<file path="config.mk">
export PLATFORM = sky130hd
export DESIGN_NAME = gregorian_julian_day_converter_top_flat
export DESIGN_NICKNAME = d
export VERILOG_FILES = /design/src/sv/gjd_pkg.sv /design/src/sv/gjd_if.sv /design/src/sv/gregorian_julian_day_converter_top.sv /design/src/flat_wrapper.sv
export VERILOG_INCLUDE_DIRS = /design/src /design/src/sv
export SDC_FILE = /design/constraint.sdc
export NUM_CORES = 2
export LEC_CHECK = 0
export BUFFER_PORTS_ARGS = -buffer_cell sky130_fd_sc_hd__buf_2
export CAP_MARGIN = 0
export CORE_ASPECT_RATIO = 0.6
export CORE_MARGIN = 4
export CORE_UTILIZATION = 45
export CTS_CLUSTER_SIZE = 24
export DETAILED_ROUTE_END_ITERATION = 7
export GPL_ROUTABILITY_DRIVEN = 0
export PLACE_DENSITY_LB_ADDON = 0.25
export SLEW_MARGIN = 20
export SYNTH_ARGS = -nofsm -noshare
export SYNTH_HDL_FRONTEND = slang
export SYNTH_SLANG_ARGS = --single-unit
</file>
<file path="constraint.sdc">
create_clock -name clk_i -period 9.82 [get_ports clk_i]
set_input_delay 1.964 -clock clk_i [delete_from_list [all_inputs] [get_ports clk_i]]
set_output_delay 1.964 -clock clk_i [all_outputs]
set_load 0.01 [all_outputs]
</file>
<file path="src/sv/gregorian_julian_day_converter_top_assert.svh">
// Assertion macros for the Gregorian / Julian day converter.
`ifndef GREGORIAN_JULIAN_DAY_CONVERTER_TOP_ASSERT_SVH
`define GREGORIAN_JULIAN_DAY_CONVERTER_TOP_ASSERT_SVH
`ifndef SYNTHESIS
`define GJD_ASSERT(name, clk, rstn, prop) \
  name: assert property (@(posedge clk) disable iff (!rstn) prop) \
    else $error("gjd: assertion failed");
`define GJD_NEVER(name, clk, rstn, expr) \
  name: assert property (@(posedge clk) disable iff (!rstn) !(expr)) \
    else $error("gjd: forbidden condition seen");
`else
`define GJD_ASSERT(name, clk, rstn, prop)
`define GJD_NEVER(name, clk, rstn, expr)
`endif
`endif

</file>
<file path="src/sv/gjd_pkg.sv">
// Types, constants and calendar tables for the Gregorian / Julian day converter.
package gjd_pkg;

  typedef enum logic {
    ACT_TO_JDN  = 1'b0,
    ACT_TO_DATE = 1'b1
  } gjd_action_e;

  typedef struct packed {
    logic        action;
    logic [13:0] year_in;
    logic [3:0]  month_in;
    logic [4:0]  day_in;
    logic [22:0] day_number_in;
  } gjd_in_t;

  typedef struct packed {
    logic        valid_res;
    logic [22:0] day_number_out;
    logic [13:0] year_out;
    logic [3:0]  month_out;
    logic [4:0]  day_out;
    logic [2:0]  weekday;
    logic [8:0]  day_of_year;
    logic        leap_year;
  } gjd_res_t;

  localparam logic [22:0] JDN_BASE = 23'd1721119;
  localparam logic [22:0] JDN_MIN  = 23'd1721120;
  localparam logic [22:0] JDN_MAX  = 23'd5373484;

  localparam logic [13:0] YEAR_LOW = 14'd100;
  localparam logic [13:0] YEAR_OFS = 14'd1900;
  localparam logic [13:0] YEAR_MAX = 14'd9999;

  localparam logic [3:0] MONTH_FEB = 4'd2;
  localparam logic [3:0] MONTH_DEC = 4'd12;

  // constant divisors: quotient = (n * K) >> SH, exact over the operand range
  localparam logic [17:0] CENT_D  = 18'd146097;
  localparam int          CENT_SH = 43;
  localparam logic [25:0] CENT_K  =
      26'(((64'd1 << CENT_SH) + 64'(CENT_D) - 64'd1) / 64'(CENT_D));

  localparam logic [10:0] YA_D  = 11'd1461;
  localparam int          YA_SH = 29;
  localparam logic [18:0] YA_K  =
      19'(((64'd1 << YA_SH) + 64'(YA_D) - 64'd1) / 64'(YA_D));

  localparam logic [7:0]  M_D  = 8'd153;
  localparam int          M_SH = 19;
  localparam logic [11:0] M_K  =
      12'(((64'd1 << M_SH) + 64'(M_D) - 64'd1) / 64'(M_D));

  localparam logic [2:0]  DD_D  = 3'd5;
  localparam int          DD_SH = 11;
  localparam logic [8:0]  DD_K  =
      9'(((64'd1 << DD_SH) + 64'(DD_D) - 64'd1) / 64'(DD_D));

  localparam logic [6:0]  Y100_D  = 7'd100;
  localparam int          Y100_SH = 21;
  localparam logic [14:0] Y100_K  =
      15'(((64'd1 << Y100_SH) + 64'(Y100_D) - 64'd1) / 64'(Y100_D));

  localparam logic [2:0]  W7_D  = 3'd7;
  localparam int          W7_SH = 26;
  localparam logic [23:0] W7_K  =
      24'(((64'd1 << W7_SH) + 64'(W7_D) - 64'd1) / 64'(W7_D));

  // days in month, February without leap day
  function automatic logic [4:0] month_len(input logic [3:0] m);
    logic [4:0] r;
    unique case (m)
      4'd1, 4'd3, 4'd5, 4'd7, 4'd8, 4'd10, 4'd12: r = 5'd31;
      4'd4, 4'd6, 4'd9, 4'd11:                    r = 5'd30;
      4'd2:                                       r = 5'd28;
      default:                                    r = 5'd0;
    endcase
    return r;
  endfunction

  // days before month, non-leap year
  function automatic logic [8:0] month_start(input logic [3:0] m);
    logic [8:0] r;
    unique case (m)
      4'd1:    r = 9'd0;
      4'd2:    r = 9'd31;
      4'd3:    r = 9'd59;
      4'd4:    r = 9'd90;
      4'd5:    r = 9'd120;
      4'd6:    r = 9'd151;
      4'd7:    r = 9'd181;
      4'd8:    r = 9'd212;
      4'd9:    r = 9'd243;
      4'd10:   r = 9'd273;
      4'd11:   r = 9'd304;
      4'd12:   r = 9'd334;
      default: r = 9'd0;
    endcase
    return r;
  endfunction

  // days before month in a March-based year: (153 * mm + 2) / 5
  function automatic logic [8:0] mar_offset(input logic [3:0] mm);
    logic [8:0] r;
    unique case (mm)
      4'd0:    r = 9'd0;
      4'd1:    r = 9'd31;
      4'd2:    r = 9'd61;
      4'd3:    r = 9'd92;
      4'd4:    r = 9'd122;
      4'd5:    r = 9'd153;
      4'd6:    r = 9'd184;
      4'd7:    r = 9'd214;
      4'd8:    r = 9'd245;
      4'd9:    r = 9'd275;
      4'd10:   r = 9'd306;
      4'd11:   r = 9'd337;
      default: r = 9'd0;
    endcase
    return r;
  endfunction

endpackage

</file>
<file path="src/sv/gjd_if.sv">
// Valid/ready stream interfaces for converter requests and results.
interface gjd_in_if;
  logic              valid;
  logic              ready;
  gjd_pkg::gjd_in_t  data;
  modport source (output valid, output data, input ready);
  modport sink   (input valid, input data, output ready);
endinterface

interface gjd_out_if;
  logic              valid;
  logic              ready;
  gjd_pkg::gjd_res_t data;
  modport source (output valid, output data, input ready);
  modport sink   (input valid, input data, output ready);
endinterface

</file>
<file path="src/sv/gregorian_julian_day_converter_top.sv">
// Gregorian date / Julian day number converter, seven-stage pipeline.
// Throughput: one item per cycle while the output is not stalled; the constant-divisor multiplies are staged.
// A stalled output freezes only the full stages behind it; bubbles still fill.
// Reset (async, active low) clears the stage valid bits; payload is not reset.
`include "gregorian_julian_day_converter_top_assert.svh"

module gregorian_julian_day_converter_top (
  input  logic      clk_i,
  input  logic      rst_ni,
  gjd_in_if.sink    in_i,
  gjd_out_if.source out_o
);

  localparam int NumStages = 7;

  logic [NumStages-1:0] v_q;
  logic [NumStages:0]   en;

  always_comb begin
    en[NumStages] = out_o.ready;
    for (int k = NumStages - 1; k >= 0; k--) begin
      en[k] = ~v_q[k] | en[k+1];
    end
  end

  always_ff @(posedge clk_i or negedge rst_ni) begin
    if (!rst_ni) begin
      v_q <= '0;
    end else begin
      if (en[0]) begin
        v_q[0] <= in_i.valid;
      end
      for (int k = 1; k < NumStages; k++) begin
        if (en[k]) begin
          v_q[k] <= v_q[k-1];
        end
      end
    end
  end

  assign in_i.ready = en[0];

  // ---------------- stage A: range checks, first reciprocal products
  gjd_pkg::gjd_in_t din;
  logic [13:0] y_adj, yy;
  logic [3:0]  mm;
  logic        early, bad_a, ok_a;
  logic [21:0] j_a;
  logic [23:0] t_a;

  logic        a_act_q, a_bad_q, a_ok_q;
  logic [3:0]  a_m_q, a_mm_q;
  logic [4:0]  a_d_q;
  logic [13:0] a_yy_q, a_y_q;
  logic [28:0] a_pyy_q, a_py_q;
  logic [22:0] a_jn_q;
  logic [23:0] a_t_q;
  logic [49:0] a_pc_q;
  logic [46:0] a_pw_q;

  always_comb begin
    din   = in_i.data;
    y_adj = (din.year_in < gjd_pkg::YEAR_LOW) ? din.year_in + gjd_pkg::YEAR_OFS
                                              : din.year_in;
    bad_a = (y_adj > gjd_pkg::YEAR_MAX) || (din.day_in == 5'd0) ||
            (din.month_in == 4'd0) || (din.month_in > gjd_pkg::MONTH_DEC);
    early = din.month_in <= gjd_pkg::MONTH_FEB;
    mm    = early ? din.month_in + 4'd9 : din.month_in - 4'd3;
    yy    = early ? y_adj - 14'd1 : y_adj;
    ok_a  = (din.day_number_in >= gjd_pkg::JDN_MIN) &&
            (din.day_number_in <= gjd_pkg::JDN_MAX);
    j_a   = 22'(din.day_number_in - gjd_pkg::JDN_BASE);
    t_a   = {j_a, 2'b00} - 24'd1;
  end

  always_ff @(posedge clk_i) begin
    if (en[0]) begin
      a_act_q <= din.action;
      a_bad_q <= bad_a;
      a_m_q   <= din.month_in;
      a_d_q   <= din.day_in;
      a_mm_q  <= mm;
      a_yy_q  <= yy;
      a_y_q   <= y_adj;
      a_pyy_q <= 29'(yy) * 29'(gjd_pkg::Y100_K);
      a_py_q  <= 29'(y_adj) * 29'(gjd_pkg::Y100_K);
      a_ok_q  <= ok_a;
      a_jn_q  <= din.day_number_in;
      a_t_q   <= t_a;
      a_pc_q  <= 50'(t_a) * 50'(gjd_pkg::CENT_K);
      a_pw_q  <= 47'(din.day_number_in) * 47'(gjd_pkg::W7_K);
    end
  end

  // ---------------- stage B: century split, leap/month check, weekday
  logic [6:0]  c_b, ya_b, cy_b, ry_b, cent_b;
  logic        leap_b, bad_b;
  logic [4:0]  lim_b;
  logic [17:0] rem_b;
  logic [20:0] q7_b;
  logic [2:0]  r7_b, wd_b;

  logic        b_act_q, b_bad_q, b_ok_q;
  logic [4:0]  b_d_q;
  logic [3:0]  b_mm_q;
  logic [6:0]  b_c_q, b_ya_q, b_cent_q;
  logic [22:0] b_jn_q;
  logic [17:0] b_rem_q;
  logic [2:0]  b_wd_q;

  always_comb begin
    c_b    = a_pyy_q[gjd_pkg::Y100_SH +: 7];
    ya_b   = 7'(a_yy_q - 14'(c_b) * 14'(gjd_pkg::Y100_D));
    cy_b   = a_py_q[gjd_pkg::Y100_SH +: 7];
    ry_b   = 7'(a_y_q - 14'(cy_b) * 14'(gjd_pkg::Y100_D));
    leap_b = (a_y_q[1:0] == 2'b00) && ((ry_b != 7'd0) || (cy_b[1:0] == 2'b00));
    lim_b  = gjd_pkg::month_len(a_m_q) +
             5'((a_m_q == gjd_pkg::MONTH_FEB) && leap_b);
    bad_b  = a_bad_q || (a_d_q > lim_b);
    cent_b = a_pc_q[gjd_pkg::CENT_SH +: 7];
    rem_b  = 18'(a_t_q - 24'(cent_b) * 24'(gjd_pkg::CENT_D));
    q7_b   = a_pw_q[gjd_pkg::W7_SH +: 21];
    r7_b   = 3'(a_jn_q - 23'(q7_b) * 23'(gjd_pkg::W7_D));
    wd_b   = (r7_b == 3'd6) ? 3'd0 : r7_b + 3'd1;
  end

  always_ff @(posedge clk_i) begin
    if (en[1]) begin
      b_act_q  <= a_act_q;
      b_bad_q  <= bad_b;
      b_d_q    <= a_d_q;
      b_mm_q   <= a_mm_q;
      b_c_q    <= c_b;
      b_ya_q   <= ya_b;
      b_ok_q   <= a_ok_q;
      b_jn_q   <= a_jn_q;
      b_cent_q <= cent_b;
      b_rem_q  <= rem_b;
      b_wd_q   <= wd_b;
    end
  end

  // ---------------- stage C: day number terms, year-in-century product
  logic [17:0] u_c;

  logic        c_act_q, c_bad_q, c_ok_q;
  logic [21:0] c_a1_q;
  logic [15:0] c_a2_q;
  logic [8:0]  c_a3_q;
  logic [22:0] c_jn_q;
  logic [6:0]  c_cent_q;
  logic [17:0] c_u_q;
  logic [36:0] c_pya_q;
  logic [2:0]  c_wd_q;

  assign u_c = {b_rem_q[17:2], 2'b11};

  always_ff @(posedge clk_i) begin
    if (en[2]) begin
      c_act_q  <= b_act_q;
      c_bad_q  <= b_bad_q;
      c_a1_q   <= 22'((25'(b_c_q) * 25'(gjd_pkg::CENT_D)) >> 2);
      c_a2_q   <= 16'((18'(b_ya_q) * 18'(gjd_pkg::YA_D)) >> 2);
      c_a3_q   <= gjd_pkg::mar_offset(b_mm_q) + 9'(b_d_q);
      c_ok_q   <= b_ok_q;
      c_jn_q   <= b_jn_q;
      c_cent_q <= b_cent_q;
      c_u_q    <= u_c;
      c_pya_q  <= 37'(u_c) * 37'(gjd_pkg::YA_K);
      c_wd_q   <= b_wd_q;
    end
  end

  // ---------------- stage D: day number sum, day in March-based year
  logic [22:0] j_d;
  logic [6:0]  ya_d;
  logic [10:0] d2_d, v_d;
  logic [8:0]  d3_d;

  logic        d_act_q, d_bad_q, d_ok_q;
  logic [22:0] d_j_q, d_jn_q;
  logic [6:0]  d_cent_q, d_ya_q;
  logic [10:0] d_v_q;
  logic [22:0] d_pm_q;
  logic [2:0]  d_wd_q;

  always_comb begin
    j_d  = 23'(c_a1_q) + 23'(c_a2_q) + 23'(c_a3_q) + gjd_pkg::JDN_BASE;
    ya_d = c_pya_q[gjd_pkg::YA_SH +: 7];
    d2_d = 11'(c_u_q - 18'(ya_d) * 18'(gjd_pkg::YA_D));
    d3_d = 9'((12'(d2_d) + 12'd4) >> 2);
    v_d  = 11'(11'(d3_d) * 11'd5 - 11'd3);
  end

  always_ff @(posedge clk_i) begin
    if (en[3]) begin
      d_act_q  <= c_act_q;
      d_bad_q  <= c_bad_q;
      d_j_q    <= j_d;
      d_ok_q   <= c_ok_q;
      d_jn_q   <= c_jn_q;
      d_cent_q <= c_cent_q;
      d_ya_q   <= ya_d;
      d_v_q    <= v_d;
      d_pm_q   <= 23'(v_d) * 23'(gjd_pkg::M_K);
      d_wd_q   <= c_wd_q;
    end
  end

  // ---------------- stage E: March-based month and remainder
  logic [3:0] m_e;

  logic        e_act_q, e_bad_q, e_ok_q;
  logic [22:0] e_j_q, e_jn_q;
  logic [6:0]  e_cent_q, e_ya_q;
  logic [3:0]  e_m_q;
  logic [7:0]  e_x_q;
  logic [2:0]  e_wd_q;

  assign m_e = d_pm_q[gjd_pkg::M_SH +: 4];

  always_ff @(posedge clk_i) begin
    if (en[4]) begin
      e_act_q  <= d_act_q;
      e_bad_q  <= d_bad_q;
      e_j_q    <= d_j_q;
      e_ok_q   <= d_ok_q;
      e_jn_q   <= d_jn_q;
      e_cent_q <= d_cent_q;
      e_ya_q   <= d_ya_q;
      e_m_q    <= m_e;
      e_x_q    <= 8'(d_v_q - 11'(m_e) * 11'(gjd_pkg::M_D));
      e_wd_q   <= d_wd_q;
    end
  end

  // ---------------- stage F: day of month, calendar month, year, leap
  logic [16:0] pdd_f;
  logic [4:0]  dd_f;
  logic        carry_f, roll_f, lp_f;
  logic [3:0]  mo_f;
  logic [6:0]  lo_raw_f, lo_f, hi_f;
  logic [13:0] year_f;

  logic        f_act_q, f_bad_q, f_ok_q, f_lp_q;
  logic [22:0] f_j_q, f_jn_q;
  logic [13:0] f_year_q;
  logic [3:0]  f_mo_q;
  logic [4:0]  f_dd_q;
  logic [2:0]  f_wd_q;

  always_comb begin
    pdd_f    = 17'(e_x_q) * 17'(gjd_pkg::DD_K);
    dd_f     = pdd_f[gjd_pkg::DD_SH +: 5] + 5'd1;
    carry_f  = e_m_q >= 4'd10;
    mo_f     = carry_f ? e_m_q - 4'd9 : e_m_q + 4'd3;
    lo_raw_f = e_ya_q + 7'(carry_f);
    roll_f   = lo_raw_f == 7'(gjd_pkg::Y100_D);
    lo_f     = roll_f ? 7'd0 : lo_raw_f;
    hi_f     = roll_f ? e_cent_q + 7'd1 : e_cent_q;
    year_f   = 14'(14'(hi_f) * 14'(gjd_pkg::Y100_D) + 14'(lo_f));
    lp_f     = (lo_f[1:0] == 2'b00) && ((lo_f != 7'd0) || (hi_f[1:0] == 2'b00));
  end

  always_ff @(posedge clk_i) begin
    if (en[5]) begin
      f_act_q  <= e_act_q;
      f_bad_q  <= e_bad_q;
      f_j_q    <= e_j_q;
      f_ok_q   <= e_ok_q;
      f_jn_q   <= e_jn_q;
      f_year_q <= year_f;
      f_mo_q   <= mo_f;
      f_dd_q   <= dd_f;
      f_lp_q   <= lp_f;
      f_wd_q   <= e_wd_q;
    end
  end

  // ---------------- stage G: day of year, result select, output register
  gjd_pkg::gjd_res_t res_g, out_q;
  logic [8:0] doy_g;

  always_comb begin
    doy_g = gjd_pkg::month_start(f_mo_q) + 9'(f_dd_q) - 9'd1 +
            9'(f_lp_q && (f_mo_q > gjd_pkg::MONTH_FEB));
    res_g = '0;
    if (f_act_q == gjd_pkg::ACT_TO_JDN) begin
      if (!f_bad_q) begin
        res_g.valid_res      = 1'b1;
        res_g.day_number_out = f_j_q;
      end
    end else if (f_ok_q) begin
      res_g.valid_res      = 1'b1;
      res_g.day_number_out = f_jn_q;
      res_g.year_out       = f_year_q;
      res_g.month_out      = f_mo_q;
      res_g.day_out        = f_dd_q;
      res_g.weekday        = f_wd_q;
      res_g.day_of_year    = doy_g;
      res_g.leap_year      = f_lp_q;
    end
  end

  always_ff @(posedge clk_i) begin
    if (en[6]) begin
      out_q <= res_g;
    end
  end

  assign out_o.valid = v_q[NumStages-1];
  assign out_o.data  = out_q;

  // ---------------- assertions
  `GJD_ASSERT(a_invalid_is_zero, clk_i, rst_ni,
    out_o.valid && !out_o.data.valid_res |-> out_o.data.day_number_out == '0 &&
    out_o.data.month_out == '0 && out_o.data.day_out == '0)

  `GJD_ASSERT(a_jdn_in_range, clk_i, rst_ni,
    out_o.valid && out_o.data.valid_res |-> out_o.data.day_number_out >= gjd_pkg::JDN_MIN &&
    out_o.data.day_number_out <= gjd_pkg::JDN_MAX)

  `GJD_ASSERT(a_date_fields_sane, clk_i, rst_ni,
    out_o.valid && out_o.data.month_out != '0 |-> out_o.data.day_out != '0 &&
    out_o.data.month_out <= gjd_pkg::MONTH_DEC && out_o.data.day_of_year <= 9'd365)

  `GJD_NEVER(a_weekday_range, clk_i, rst_ni, out_o.valid && out_o.data.weekday > 3'd6)

  `GJD_ASSERT(a_stall_holds_stage, clk_i, rst_ni,
    v_q[NumStages-2] && !en[NumStages-2] |=> v_q[NumStages-2] && $stable(f_j_q))

endmodule

</file>
<file path="src/flat_wrapper.sv">
// flat-port wrapper written by rule: the top's interface ports become plain ports
module gregorian_julian_day_converter_top_flat 
  (clk_i, rst_ni, in_i_valid, in_i_data, in_i_ready, out_o_valid, out_o_data, out_o_ready);
  gjd_in_if in_i_i ();
  gjd_out_if out_o_i ();
  input  logic clk_i;
  input  logic rst_ni;
  input wire logic [$bits(in_i_i.valid)-1:0] in_i_valid;
  input wire logic [$bits(in_i_i.data)-1:0] in_i_data;
  output wire logic [$bits(in_i_i.ready)-1:0] in_i_ready;
  output wire logic [$bits(out_o_i.valid)-1:0] out_o_valid;
  output wire logic [$bits(out_o_i.data)-1:0] out_o_data;
  input wire logic [$bits(out_o_i.ready)-1:0] out_o_ready;
  assign in_i_i.valid = in_i_valid;
  assign in_i_i.data = in_i_data;
  assign in_i_ready = in_i_i.ready;
  assign out_o_valid = out_o_i.valid;
  assign out_o_data = out_o_i.data;
  assign out_o_i.ready = out_o_ready;
  gregorian_julian_day_converter_top u_core (.clk_i(clk_i), .rst_ni(rst_ni), .in_i(in_i_i), .out_o(out_o_i));
endmodule
</file>
After elaboration in Yosys (flattened, before gate mapping):

Memories as Yosys holds them, arrays and structs flattened. A register that Yosys moved wholly into a read port is not among the register bits.
Cells that the tools add are included.

* register bits: 741
* ROM bits: 368
* input port bits: 51
* output and inout port bits: 62
* logic and storage cells: 189
* memories kept: 3

Memory list
* (name not given): depth 16, bits a word 9, read ports 1, clocked after Yosys merged registers in 1, write ports 0, line gjd_pkg.sv:85 `unique case (m)`
* (name not given): depth 16, bits a word 9, read ports 1, clocked after Yosys merged registers in 1, write ports 0, line gjd_pkg.sv:106 `unique case (mm)`
* (name not given): depth 16, bits a word 5, read ports 1, clocked after Yosys merged registers in 1, write ports 0, line gjd_pkg.sv:73 `unique case (m)`

* $add $sub $neg: 29
* multipliers: 17
* $lt $le $gt $ge: 9
* equality and inequality tests: 3
* multiplexer cells: 13
* bitwise gates (word level): 14
* reduce and logical (&&, ||, !) cells: 20

Operator list (count)
* 2-to-1 mux 60 bit: 1
* multiplier 14 x 13 -> 26 bit, second input constant: 2
* multiplier 24 x 24 -> 48 bit, second input constant: 1
* 2-to-1 mux 24 bit: 2
* multiplier 23 x 24 -> 47 bit, second input constant: 1
* multiplier 18 x 19 -> 36 bit, second input constant: 1
* 2-to-1 mux 14 bit: 2
* multiplier 7 x 18 -> 24 bit, second input constant: 1
* subtractor 24 x 1 -> 24 bit, second input constant: 1
* adder 22 x 16 -> 23 bit: 1
* adder 23 x 21 -> 23 bit, second input constant: 1
* adder 23 x 9 -> 23 bit: 1
* >= comparator 23 x 21 -> 1 bit, second input constant: 1
* <= comparator 23 bit, second input constant: 1
* multiplier 11 x 12 -> 23 bit, second input constant: 1
* subtractor 22 x 21 -> 22 bit, second input constant: 1
* multiplier 21 x 3 -> 3 bit, second input constant: 1
* 2-to-1 mux 4 bit: 5
* adder 9 x 5 -> 9 bit: 2
* multiplier 7 x 11 -> 18 bit, second input constant: 1
* multiplier 7 x 18 -> 18 bit, second input constant: 1
* subtractor 18 bit: 1
* multiplier 8 x 8 -> 15 bit, second input constant: 1
* adder 14 x 11 -> 14 bit, second input constant: 1
* other kinds (45): 73

Depth between registers and ports, before layout:

* depth in word-level cells: 9
* depth in mapped cells: 40
* mapped depth without buffers: 40

Worst setup path after synthesis:

Ideal clock, no wire load.

* kind: in2reg
* from: input in_i_data[0]
* to: register u_core.a_pc_q[49] (data pin)
* setup time: 0.287 ns
* arrival: 9.195 ns
* data required time: 9.533 ns
* slack: 0.338 ns
* stages on the path: 28
* buffers on the path: 2
* cells stage by stage: buf_4 inv_1 ha_1 clkbuf_1 nor4_2 o211a_1 o211a_1 nor4b_2 or3_1 xor2_1 ha_1 ha_1 ha_1 fa_1 inv_1 fa_1 inv_1 fa_1 fa_1 ha_1 o21a_1 o211ai_1 a2111oi_0 nand2_1 a211oi_1 a211oi_1 nor3_1 a311oi_1

* word-level cells in the longest chain between the ends: 3

Ends and longest elaborated chain
* start, declared: line flat_wrapper.sv:9 `input wire logic [$bits(in_i_i.data)-1:0] in_i_data;`
* subtractor 22 x 21 -> 22 bit: line gregorian_julian_day_converter_top.sv:72 `j_a = 22'(din.day_number_in - gjd_pkg::JDN_BASE);`
* subtractor 24 x 1 -> 24 bit: line gregorian_julian_day_converter_top.sv:73 `t_a = {j_a, 2'b00} - 24'd1;`
* multiplier 24 x 24 -> 48 bit: line gregorian_julian_day_converter_top.sv:90 `a_pc_q <= 50'(t_a) * 50'(gjd_pkg::CENT_K);`
* end signal, assigned: line gregorian_julian_day_converter_top.sv:90
* end, declared: line gregorian_julian_day_converter_top.sv:58 `logic [49:0] a_pc_q;`

Every way passes these cells.
A chain may end at the register's enable or synchronous reset.

Worst setup path in the final report:

* from: input in_i_data[0]
* to: register u_core.a_pc_q[48] (data pin)

* word-level cells in the longest chain between the ends: 3

Ends and longest elaborated chain
* subtractor 22 x 21 -> 22 bit: line gregorian_julian_day_converter_top.sv:72
* subtractor 24 x 1 -> 24 bit: line gregorian_julian_day_converter_top.sv:73
* named net u_core.t_a[11]: line gregorian_julian_day_converter_top.sv:49 `logic [23:0] t_a;`
* multiplier 24 x 24 -> 48 bit: line gregorian_julian_day_converter_top.sv:90

The timed path passes the listed nets, and every way through them passes these cells.

==> metrics.txt <==
All-Layer GR Usage 19.3%; Synth cell types 86; kind of critical path primary input to register; total global routing overflow 0; slew margin rel. approximately a third; drt wl/cell 18.2 um; Num Clock Sinks 584; CP Max Fanout 6; hold crit path type register to register; share of layout cells above drive strength 1 7.32%; CP required 10180 ps; asr flop ratio synth 1.20%; synthesized area per cell 11.6 sq um; Most used DFF post-synth edfxtp_1; area grow syn2layout 9.65%; Seq/Total Area, Yosys between 20% and 30%; area of the multi-input gates 36900 sq um; antenna violations before repair 16; DRC viols 0; root buf cell clkbuf_16; DIE HEIGHT 288 um; Fin Hold WS 396 ps; FF+latch count, synth 584; Die W 475 um; Slew Limit Fails 0; Top cell by count, worst path fa_1; Setup-failing EPs final 0; initial core utilization between 40% and 50%; # port buffers 112; Tmin final 9530 ps; Critical path buffers and inverters 7; die area 137000 sq um; crit-path max cell delay 550 ps; arrival time of the worst setup path slightly below 10000 ps; worst skew pair latency 650 ps; initial drt markers 2169; clock buffer depth 3; CP endpoint kind register; synthesized area 59000 sq um; CP startpoint kind primary input; Pre-Repair DR Iteration Count 7; Vias 35900; nets 7197; CORE AREA 130000 sq um; # IOs between 100 and 150; largest net degree at the start of global routing 80; status finished, final reports clean; maximum clock rate 0.105 GHz; FILL cells 11400; Post-Syn Instances around 5100; post-detail-place hpwl approximately 110000 um; CTS tree yes; vias in the first global route around 36000; register area 17300 sq um; final hold vios 0; total negative setup slack 0 ps; Max-Cap Viols 0; Inserted Clock Buffers 61; DR vias/cell 5.04; EDFF count, synth 556; row count slightly above 100; antenna viol nets, final 0; hold-fix buffers at CTS 0; final worst-path cycle share 97.1%; Post-Syn Nets between 6000 and 7000; synth warn 0; H-tree depth 2; Worst-Margin Slew approximately 1000 ps; DRT Wirelength 130000 um; first-pass GRT wire length ~210000 um; clk slew on worst S/H paths approximately 60 ps; Setup Skew 32.4 ps; Crit-path slowest cell fa_1; CP top delay family adder cells
-- stage by stage --
stage / util (%) / worst slack, ps / area, sq um / instances
finish: 49.9 / 286 / 64600 / 7130
global route: 49.9 / -16.8 / 64600 / 7129
CTS: 49.8 / 172 / 64500 / 7123
detailed placement: 48.2 / -446 / 62500 / 7008
global placement: 48.2 / -244 / 62500 / 7008
floorplan: - / 338 / 59000 / 5087
-- cells in the mapped netlist, types with 10 or more instances --
master	count	area (sq um)
a211oi_1	21	158
a21boi_0	10	75.1
a21o_1	64	480
a21oi_1	167	836
a22o_1	25	219
a31oi_1	23	144
and3_1	48	300
clkbuf_1	23	86.3
dfxtp_1	21	420
edfxtp_1	556	16700
fa_1	683	13700
ha_1	1107	13900
inv_1	1248	4680
mux2_2	10	113
nand2_1	124	465
nand2b_1	29	181
nand3_1	47	235
nand4_1	32	200
nor2_1	136	510
nor2b_1	24	150
nor3_1	47	235
o211ai_1	13	97.6
o21a_1	18	135
o21ai_0	109	546
o21bai_1	21	158
o31ai_1	13	97.6
or2_2	14	87.6
or3_1	13	81.3
xnor2_1	215	1880
xor2_1	77	674
-- metal layers --
layer	wire (um)	global-route usage, %	part of all wire, %
met2	46900	24.2	36
met4	1450	2.72	1.1
met3	10400	5.16	8.1
met5	24	0	0.019
met1	70800	32.7	55
-- kinds of logic (layout without fill, tap and decap cells) --
family	Yosys count	count (layout)	share of synthesized area, %
adder cells (fa/ha/maj)	1791	1791	46.7
other	0	6	0
AO/OA/AOI/OAI	557	557	6.17
AND/OR/NAND/NOR	560	560	4.81
XOR/XNOR	294	294	4.41
flip-flops	584	584	29.3
multiplexers	19	19	0.365
buffers and inverters	1282	1603	8.21
-- layout make-up --
| class | count | share of cell area, % |
|---|---|---|
| diodes | 6 | 0.0232 |
| clock buffers | 80 | 2.60 |
| clock inverters | 35 | 0.561 |
| inverters | 1249 | 7.26 |
| multi-input cells | 3221 | 57.1 |
| flip-flops and latches | 584 | 26.7 |
| well taps | 1716 | 3.32 |
| repair buffers | 239 | 2.34 |
-- flip-flops by register name (all words and copies together), names as in the netlist, 14 cells and up, named ones only --
signal	count
u_core.a_jn_q	21
u_core.a_t_q	15
u_core.b_jn_q	23
u_core.b_rem_q	16
u_core.c_a1_q	22
u_core.c_a2_q	16
u_core.c_jn_q	23
u_core.d_j_q	23
u_core.d_jn_q	23
u_core.e_j_q	23
u_core.e_jn_q	23
u_core.f_j_q	23
u_core.f_jn_q	23
u_core.f_year_q	14
u_core.out_o.data	60
-- repair_timing --
item                       CTS  global route
buffers inserted             0             1
resized for setup            0            13
setup endpoints to repair    0             8
-- final timing paths --
check                                             start                      endpoint  slack (ps)  cells after the start
max                                        in_i_data[0]   u_core.a_pc_q[48]$_DFFE_PP_         290                     29
min                        u_core.c_cent_q[3]$_DFFE_PP_  u_core.d_cent_q[3]$_DFFE_PP_         400                      0
max reg2reg                u_core.c_pya_q[31]$_DFFE_PP_   u_core.d_pm_q[22]$_DFFE_PP_         440                     36
min reg2reg                u_core.c_cent_q[3]$_DFFE_PP_  u_core.d_cent_q[3]$_DFFE_PP_         400                      0
max in group asynchronous                        rst_ni     u_core.v_q[0]$_DFFE_PN0P_        8500                      1
min in group asynchronous                        rst_ni     u_core.v_q[6]$_DFFE_PN0P_        1150                      1
-- layout by cell type (no fill, tap or decap), types with 74 or more instances in the layout --
cell type	n
inv_1	1247
ha_1	1107
fa_1	683
edfxtp_1	556
xnor2_1	213
a21oi_1	164
nor2_1	136
buf_4	127
nand2_1	122
buf_2	112
o21ai_0	107
xor2_1	74
Power is not shown: default switching activity piles up to over one toggle a cycle in this logic, so the estimate is an artifact.
